File: config.mk
export PLATFORM = sky130hd
export DESIGN_NAME = bounded_priority_queue_flat
export DESIGN_NICKNAME = d
export VERILOG_FILES = /design/src/rtl/bpq_pkg.sv /design/src/rtl/bpq_in_if.sv /design/src/rtl/bpq_out_if.sv /design/src/rtl/bpq_cell.sv /design/src/rtl/bounded_priority_queue.sv /design/src/flat_wrapper.sv
export SDC_FILE = /design/constraint.sdc
export NUM_CORES = 2
export LEC_CHECK = 0
export BUFFER_PORTS_ARGS = -buffer_cell sky130_fd_sc_hd__buf_2
export CAP_MARGIN = 10
export CORE_ASPECT_RATIO = 1.25
export CORE_MARGIN = 2
export CORE_UTILIZATION = 63
export CTS_CLUSTER_DIAMETER = 120
export DETAILED_ROUTE_END_ITERATION = 10
export PLACE_DENSITY = 0.88
export SYNTH_ARGS = -nofsm -noshare
export SYNTH_HDL_FRONTEND = slang
export SYNTH_SLANG_ARGS = --single-unit
File: constraint.sdc
create_clock -name clk -period 4.3 [get_ports clk]
set_input_delay 0.43 -clock clk [delete_from_list [all_inputs] [get_ports clk]]
set_output_delay 0.43 -clock clk [all_outputs]
set_load 0.1 [all_outputs]
File: src/rtl/bpq_pkg.sv
// shared types and constants of the bounded priority queue
package bpq_pkg;

  localparam int CAP_W = 5;

  typedef enum logic [1:0] {
    CMD_PUSH  = 2'd0,
    CMD_PULL  = 2'd1,
    CMD_FLUSH = 2'd2
  } command_t;

  typedef enum logic [1:0] {
    ST_OK    = 2'd0,
    ST_FULL  = 2'd1,
    ST_EMPTY = 2'd2
  } status_t;

  typedef struct packed {
    logic push;
    logic pop;
  } cell_ctl_t;

endpackage

File: src/rtl/bpq_in_if.sv
// request channel of the bounded priority queue
interface bpq_in_if #(
  parameter int DATA_WIDTH = 32,
  parameter int PRIO_WIDTH = 8
);
  logic                         valid;
  logic                         ready;
  logic [1:0]                   command;
  logic [DATA_WIDTH-1:0]        data_word;
  logic signed [PRIO_WIDTH-1:0] priority_req;

  modport source (output valid, command, data_word, priority_req, input ready);
  modport sink (input valid, command, data_word, priority_req, output ready);
endinterface

File: src/rtl/bpq_out_if.sv
// result channel of the bounded priority queue
interface bpq_out_if #(
  parameter int DATA_WIDTH = 32,
  parameter int OCC_W      = 5
);
  logic                  valid;
  logic                  ready;
  logic [DATA_WIDTH-1:0] data_out;
  logic [1:0]            status;
  logic [OCC_W-1:0]      occupancy;
  logic                  last;

  modport source (output valid, data_out, status, occupancy, last, input ready);
  modport sink (input valid, data_out, status, occupancy, last, output ready);
endinterface

File: src/rtl/bpq_cell.sv
// one slot of the sorted chain: compares, holds, or shifts by one place
module bpq_cell
  import bpq_pkg::*;
#(
  parameter int DATA_WIDTH = 32,
  parameter int PRIO_WIDTH = 8
) (
  input  logic                         clk,
  input  logic                         rst,
  input  cell_ctl_t                    ctl,
  input  logic [DATA_WIDTH-1:0]        new_word,
  input  logic signed [PRIO_WIDTH-1:0] new_prio,
  input  logic                         prev_keep,
  input  logic                         prev_valid,
  input  logic [DATA_WIDTH-1:0]        prev_word,
  input  logic signed [PRIO_WIDTH-1:0] prev_prio,
  input  logic                         next_valid,
  input  logic [DATA_WIDTH-1:0]        next_word,
  input  logic signed [PRIO_WIDTH-1:0] next_prio,
  output logic                         valid,
  output logic [DATA_WIDTH-1:0]        word,
  output logic signed [PRIO_WIDTH-1:0] prio,
  output logic                         keep
);

  // entry stays ahead of the new item
  assign keep = valid && !new_prio[PRIO_WIDTH-1] &&
                (prio[PRIO_WIDTH-1] || (prio >= new_prio));

  always_ff @(posedge clk) begin
    if (rst) begin
      valid <= 1'b0;
    end else if (ctl.push && !keep) begin
      valid <= prev_keep ? 1'b1 : prev_valid;
    end else if (ctl.pop) begin
      valid <= next_valid;
    end
  end

  always_ff @(posedge clk) begin
    if (ctl.push && !keep) begin
      word <= prev_keep ? new_word : prev_word;
      prio <= prev_keep ? new_prio : prev_prio;
    end else if (ctl.pop) begin
      word <= next_word;
      prio <= next_prio;
    end
  end

endmodule

File: src/rtl/bounded_priority_queue.sv
// top level of the bounded priority queue
// A queue of up to DEPTH words, each tagged with a signed priority and kept
// in service order in a chain of compare cells. A push or a pull gives one
// result; every cell compares its priority with the new one at once, so the
// insertion point is found in the same cycle. A flush gives one result per
// cycle while the result channel accepts it, one for each held word (or a
// single empty result), and the request channel is held off until its last
// transfer has been loaded. Otherwise a request transfer is taken only when
// the output register is empty or its result leaves in the same cycle, so a
// result that waits holds off the request channel. The capacity register may
// be written only while the queue is idle.
module bounded_priority_queue
  import bpq_pkg::*;
#(
  parameter int DEPTH      = 16,
  parameter int DATA_WIDTH = 32,
  parameter int PRIO_WIDTH = 8
) (
  input  logic             clk,
  input  logic             rst,
  input  logic             cfg_wr_en,
  input  logic [CAP_W-1:0] cfg_wr_data,
  bpq_in_if.sink           request,
  bpq_out_if.source        result
);

  localparam int CNT_W = $clog2(DEPTH + 1);
  localparam int CMP_W = (CNT_W > CAP_W) ? CNT_W : CAP_W;

  logic [CAP_W-1:0] capacity;
  logic [CNT_W-1:0] count;
  logic [CNT_W-1:0] count_next;
  logic             flushing;
  logic             flushing_next;

  logic                  out_valid;
  logic                  out_valid_next;
  logic [DATA_WIDTH-1:0] data_out;
  logic [DATA_WIDTH-1:0] data_out_next;
  status_t               status;
  status_t               status_next;
  logic [CNT_W-1:0]      occupancy;
  logic [CNT_W-1:0]      occupancy_next;
  logic                  last;
  logic                  last_next;

  logic      load;
  logic      take;
  logic      flush_step;
  logic      full;
  cell_ctl_t ctl;

  logic                         cell_valid [DEPTH];
  logic [DATA_WIDTH-1:0]        cell_word  [DEPTH];
  logic signed [PRIO_WIDTH-1:0] cell_prio  [DEPTH];
  logic                         cell_keep  [DEPTH];

  assign load       = !out_valid || result.ready;
  assign request.ready = !flushing && load;
  assign take       = request.valid && request.ready;
  assign flush_step = flushing && load;
  assign full       = (CMP_W'(count) >= CMP_W'(capacity)) || (count == CNT_W'(DEPTH));

  // cell chain
  for (genvar i = 0; i < DEPTH; i++) begin : g_cell
    logic                         p_keep;
    logic                         p_valid;
    logic [DATA_WIDTH-1:0]        p_word;
    logic signed [PRIO_WIDTH-1:0] p_prio;
    logic                         n_valid;
    logic [DATA_WIDTH-1:0]        n_word;
    logic signed [PRIO_WIDTH-1:0] n_prio;

    if (i == 0) begin : g_head
      assign p_keep  = 1'b1;
      assign p_valid = 1'b0;
      assign p_word  = '0;
      assign p_prio  = '0;
    end else begin : g_body
      assign p_keep  = cell_keep[i-1];
      assign p_valid = cell_valid[i-1];
      assign p_word  = cell_word[i-1];
      assign p_prio  = cell_prio[i-1];
    end

    if (i == DEPTH - 1) begin : g_tail
      assign n_valid = 1'b0;
      assign n_word  = '0;
      assign n_prio  = '0;
    end else begin : g_inner
      assign n_valid = cell_valid[i+1];
      assign n_word  = cell_word[i+1];
      assign n_prio  = cell_prio[i+1];
    end

    bpq_cell #(
      .DATA_WIDTH (DATA_WIDTH),
      .PRIO_WIDTH (PRIO_WIDTH)
    ) u_cell (
      .clk        (clk),
      .rst        (rst),
      .ctl        (ctl),
      .new_word   (request.data_word),
      .new_prio   (request.priority_req),
      .prev_keep  (p_keep),
      .prev_valid (p_valid),
      .prev_word  (p_word),
      .prev_prio  (p_prio),
      .next_valid (n_valid),
      .next_word  (n_word),
      .next_prio  (n_prio),
      .valid      (cell_valid[i]),
      .word       (cell_word[i]),
      .prio       (cell_prio[i]),
      .keep       (cell_keep[i])
    );
  end

  always_comb begin
    ctl            = '0;
    count_next     = count;
    flushing_next  = flushing;
    out_valid_next = out_valid;
    data_out_next  = data_out;
    status_next    = status;
    occupancy_next = occupancy;
    last_next      = last;

    if (flush_step) begin
      ctl.pop        = 1'b1;
      count_next     = count - 1'b1;
      flushing_next  = (count != CNT_W'(1));
      out_valid_next = 1'b1;
      data_out_next  = cell_word[0];
      status_next    = ST_OK;
      occupancy_next = count - 1'b1;
      last_next      = (count == CNT_W'(1));
    end else if (take) begin
      out_valid_next = 1'b1;
      last_next      = 1'b1;
      data_out_next  = '0;
      occupancy_next = count;
      status_next    = ST_OK;
      unique case (request.command)
        CMD_PUSH: begin
          if (full) begin
            status_next = ST_FULL;
          end else begin
            ctl.push       = 1'b1;
            count_next     = count + 1'b1;
            occupancy_next = count + 1'b1;
          end
        end
        CMD_PULL, CMD_FLUSH: begin
          if (count == '0) begin
            status_next = ST_EMPTY;
          end else begin
            ctl.pop        = 1'b1;
            count_next     = count - 1'b1;
            occupancy_next = count - 1'b1;
            data_out_next  = cell_word[0];
            if (request.command == CMD_FLUSH) begin
              flushing_next = (count != CNT_W'(1));
              last_next     = (count == CNT_W'(1));
            end
          end
        end
        default: begin
          out_valid_next = 1'b0;
        end
      endcase
    end else if (load) begin
      out_valid_next = 1'b0;
    end
  end

  always_ff @(posedge clk) begin
    if (rst) begin
      capacity  <= CAP_W'(16);
      count     <= '0;
      flushing  <= 1'b0;
      out_valid <= 1'b0;
    end else begin
      if (cfg_wr_en) begin
        capacity <= cfg_wr_data;
      end
      count     <= count_next;
      flushing  <= flushing_next;
      out_valid <= out_valid_next;
    end
  end

  always_ff @(posedge clk) begin
    data_out  <= data_out_next;
    status    <= status_next;
    occupancy <= occupancy_next;
    last      <= last_next;
  end

  assign result.valid     = out_valid;
  assign result.data_out  = data_out;
  assign result.status    = status;
  assign result.occupancy = occupancy;
  assign result.last      = last;

endmodule
File: src/flat_wrapper.sv
// flat-port wrapper written by rule: the top's interface ports become plain ports
module bounded_priority_queue_flat import bpq_pkg::*;
#(
  parameter int DEPTH      = 16,
  parameter int DATA_WIDTH = 32,
  parameter int PRIO_WIDTH = 8
)
  (clk, rst, cfg_wr_en, cfg_wr_data, request_valid, request_command, request_data_word, request_priority_req, request_ready, result_valid, result_data_out, result_status, result_occupancy, result_last, result_ready);
  bpq_in_if #(.DATA_WIDTH(DATA_WIDTH), .PRIO_WIDTH(PRIO_WIDTH)) request_i ();
  bpq_out_if #(.DATA_WIDTH(DATA_WIDTH)) result_i ();
  input  logic clk;
  input  logic rst;
  input  logic cfg_wr_en;
  input  logic [CAP_W-1:0] cfg_wr_data;
  input wire logic [$bits(request_i.valid)-1:0] request_valid;
  input wire logic [$bits(request_i.command)-1:0] request_command;
  input wire logic [$bits(request_i.data_word)-1:0] request_data_word;
  input wire logic [$bits(request_i.priority_req)-1:0] request_priority_req;
  output wire logic [$bits(request_i.ready)-1:0] request_ready;
  output wire logic [$bits(result_i.valid)-1:0] result_valid;
  output wire logic [$bits(result_i.data_out)-1:0] result_data_out;
  output wire logic [$bits(result_i.status)-1:0] result_status;
  output wire logic [$bits(result_i.occupancy)-1:0] result_occupancy;
  output wire logic [$bits(result_i.last)-1:0] result_last;
  input wire logic [$bits(result_i.ready)-1:0] result_ready;
  assign request_i.valid = request_valid;
  assign request_i.command = request_command;
  assign request_i.data_word = request_data_word;
  assign request_i.priority_req = request_priority_req;
  assign request_ready = request_i.ready;
  assign result_valid = result_i.valid;
  assign result_data_out = result_i.data_out;
  assign result_status = result_i.status;
  assign result_occupancy = result_i.occupancy;
  assign result_last = result_i.last;
  assign result_i.ready = result_ready;
  bounded_priority_queue #(.DEPTH(DEPTH), .DATA_WIDTH(DATA_WIDTH), .PRIO_WIDTH(PRIO_WIDTH)) u_core (.clk(clk), .rst(rst), .cfg_wr_en(cfg_wr_en), .cfg_wr_data(cfg_wr_data), .request(request_i), .result(result_i));
endmodule
==> Flow_metrics.wiki <==
{| class="wikitable"
! Metric !! Value
|-
| Outcome || complete, no violations
|-
| Power per cell area || 479 nW/µm²
|-
| Post-CTS Repair Setup Buffers || 0
|-
| FP Rows || 101
|-
| Net Count, Synth || 3548
|-
| Max-slew violation total from the final report || 0
|-
| Required time at the worst-slack endpoint || 4.66 ns
|-
| Clock latency reported for the late side of the worst-skew pair || 0.64 ns
|-
| Boundary Pins || 94
|-
| Number of antenna violations at the first check in global routing || 0
|-
| Top area cells in the synthesized netlist || edfxtp_1 53%, mux2i_1 14%, nand2_1 6.0%
|-
| Share of the core filled with cells in the final layout || 70.0%
|-
| Summed negative setup slack over all endpoints || 0 ns
|-
| Starting Density || 63.4%
|-
| DRC violations left || 0
|-
| CTS Hold Buffers Added || 0
|-
| Ys async rst share || 0%
|-
| Arrival time of the worst setup path || 3.84 ns
|-
| Via count of the first global-routing pass || 28200
|-
| Routed WL || 98.1 mm
|-
| Cells after DPL || 4045
|-
| Global-route wire length before repair || 154 mm
|-
| Post-synthesis sequential area ratio || 54.8%
|-
| Transition time at the pin with the least slew margin || 1.13 ns
|-
| Die extent in x || 224 µm
|-
| Number of standard cells in the layout, taps in and fillers out || 4175
|-
| Count of nets left with antenna violations after detail routing || 0
|-
| Slack of the worst reg-to-reg path || 0.83 ns
|-
| Placeable core region || 60400 µm²
|-
| Layout-stage area growth over the synthesis result || 10.4%
|-
| Top_reg_cell synth || edfxtp_1
|-
| Worst-case vdd ir drop || 0.411 mV
|-
| Reg-to-reg critical path startpoint || u_core.count[0]$_SDFFE_PP0N_
|-
| Worst setup slack before clock tree synthesis || 0.578 ns
|-
| HPWL after DPL || 64.5 mm
|-
| Destination of the worst register-to-register timing path || u_core.g_cell[7].u_cell.word[16]$_DFFE_PP_
|-
| Portion of synthesized cell area occupied by the leading cell type || 53.2%
|-
| Net count reported at finish || 3540
|-
| Final total power || 20.3 mW
|-
| CTS H-tree depth || 3
|-
| Routability cong. || 0.923
|-
| Shortest period the worst path allows || 3.47 ns
|-
| Clock sink count || 708
|-
| Maximum achievable frequency || 288 MHz
|-
| Fraction of final layout cells sized beyond drive strength 1 || 12.7%
|-
| Period utilisation layout || 80.8%
|-
| Number of enable flip-flop cells after synthesis || 678
|-
| Number of synthesis warnings || 0
|-
| CP Max Fanout || 32
|-
| Worst-case setup margin in the final layout || 0.826 ns
|-
| Routed length per instance || 23.5 µm
|-
| Worst hold start || cfg_wr_data[4]
|-
| Max-slew headroom at the worst pin || 24.5%
|-
| Cell chosen for the clock root || clkbuf_16
|-
| Unrepaired setup endpoints after global routing || no
|-
| Maximum count of clock buffers along a single path || 3
|-
| Post-synthesis instance area || 38300 µm²
|-
| Number of storage elements in the synthesis netlist || 708
|-
| Number of CTS-inserted buffers || 73
|-
| Critical path endpoint category || flop
|-
| Chip Height || 280 µm
|-
| Critical Setup Path Class || reg2reg
|-
| Number of buffers added on ports || 93
|-
| WHS Endpoint || u_core.capacity[4]$_SDFFE_PP1P_
|-
| FF-to-FF path depth || 7
|-
| Total routing usage reported by global routing || 31.4%
|-
| Drt pass-1 iters || 8
|-
| Depth of the worst hold-timing path || 3
|-
| TritonCTS clock tree || built
|-
| Cell leakage power || 15.8 nW
|-
| Via-per-instance ratio || 6.54
|-
| Hold Vio Cnt, Final || 0
|-
| Maxcap violations || 0
|-
| Final Skew || 0.0434 ns
|-
| Total via count after detailed routing || 27300
|-
| Average cell area after synthesis || 11.4 µm²
|-
| Critical Path Source Type || flop
|-
| Post-synth top area cell || edfxtp_1
|-
| Die footprint || 62800 µm²
|-
| Synthesized instance count || 3356
|-
| Maximum number of pins on one net before global-route repair || 84
|-
| Total congestion overflow || 0
|-
| Worst hold path class || in2reg
|-
| Filler cell count in the final layout || 4105
|-
| Yosys cell types || 58
|-
| First DRT Iteration DRCs || 2530
|-
| Setup violators final || 0
|-
| Total of cells resized after clock tree synthesis || 0
|-
| CTS clock-pin slew for the worst setup and hold paths || 0.06 ns
|}
layout make-up:
class                      instances  area (µm²)  share of cell area, %
sequential                       708       21000                   49.6
multi-input combinational       2355       16300                   38.6
clock buffer                      89        1950                   4.61
timing repair buffer             171        1500                   3.55
tap                              772         966                   2.29
clock inverter                    40         420                  0.995
inverter                          39         146                  0.346
antenna                            1        2.50                0.00592
how the worst max path moves through the flow:
stage	startpoint	to	slack, ns
after detailed placement	request_priority_req[5]	u_core.g_cell[5].u_cell.word[5]$_DFFE_PP_	0.58
after floorplan	request_priority_req[1]	u_core.g_cell[15].u_cell.prio[0]$_SDFFCE_PN0P_	0.30
after global placement	request_priority_req[5]	u_core.g_cell[5].u_cell.word[11]$_DFFE_PP_	0.70
after CTS	u_core.count[0]$_SDFFE_PP0N_	u_core.g_cell[7].u_cell.word[27]$_DFFE_PP_	0.91
final	u_core.count[0]$_SDFFE_PP0N_	u_core.g_cell[7].u_cell.word[16]$_DFFE_PP_	0.83
after global routing	u_core.count[0]$_SDFFE_PP0N_	u_core.g_cell[7].u_cell.word[16]$_DFFE_PP_	0.70
Yosys cell counts, types with 2 or more instances:
library cell / n
nand2b_1: 34
nor3_1: 17
o21ai_0: 289
edfxtp_1: 678
nor2b_1: 35
o211a_1: 13
buf_2: 107
a311oi_1: 15
nor4b_1: 15
nand4_1: 2
a31oi_1: 7
a211oi_1: 33
o311ai_0: 2
buf_6: 3
nand3_1: 9
ha_1: 140
nor2_1: 101
nor3b_1: 2
buf_4: 9
clkbuf_1: 123
dfxtp_1: 30
o211ai_1: 4
mux2i_1: 552
nand2_1: 610
o31ai_1: 2
inv_1: 39
buf_1: 12
and2_1: 2
o21ai_1: 297
o21a_1: 4
a21oi_1: 27
mux2_2: 100
mux2_4: 18
worst max-delay path, stage by stage, from the launching register on:
cell	delay, ns
dfxtp_1	0.39
inv_1	0.22
ha_1	0.23
nor4b_4	0.32
a2bb2oi_2	0.18
or2_1	0.87
nand2_1	0.62
buf_12	0.37
report_power, final:
group	internal [mW]	switching [mW]	leakage [nW]	total, mW
clock network	3.71	2.77	1.15	6.48
registers	9.04	0.705	6.59	9.75
logic	1.38	2.66	8.09	4.03
total	14.1	6.13	15.8	20.3
logic make-up after synthesis:
family	synth area share [%]
buffers and inverters	3.37
AND/OR/NAND/NOR	9.09
flip-flops	54.8
adder cells (fa/ha/maj)	4.58
AO/OA/AOI/OAI	10.1
XOR/XNOR	0.0229
multiplexers	18.1
flip-flops by register name, indices dropped and copies added (netlist names):
signal                      flops
u_core.count                    5
u_core.flushing                 1
u_core.result.occupancy         5
u_core.result.status            2
u_core.result.valid             1
u_core.capacity                 5
u_core.g_cell.u_cell.prio     128
u_core.g_cell.u_cell.valid     16
u_core.g_cell.u_cell.word     512
u_core.result.data_out         32
u_core.result.last              1
cell usage in the layout (no fill, tap or decap), drive strengths merged, types with 35 or more instances in the layout:
cell type	n
edfxtp	678
nand2	611
o21ai	586
mux2i	552
buf	171
ha	140
mux2	118
nor2	101
clkbuf	89
inv	40
nor2b	35
per-layer routing:
layer | vias to the layer above | global-route usage (%) | wire length (µm)
met5 | - | 0 | 0
met4 | 0 | 16.9 | 5270
met3 | 363 | 3.62 | 5030
met2 | 1111 | 56.0 | 51400
met1 | 13500 | 37.1 | 36300
li1 | 12300 | - | -
metrics by stage:
stage,hold slack [ns],cell area [µm²]
finish,0.0478,42300
global route,0.0675,42300
CTS,0.0243,42300
detailed placement,0.484,39900
global placement,0.473,39900
floorplan,0.460,38300
Note: power is estimated with default switching activity, not from simulation.
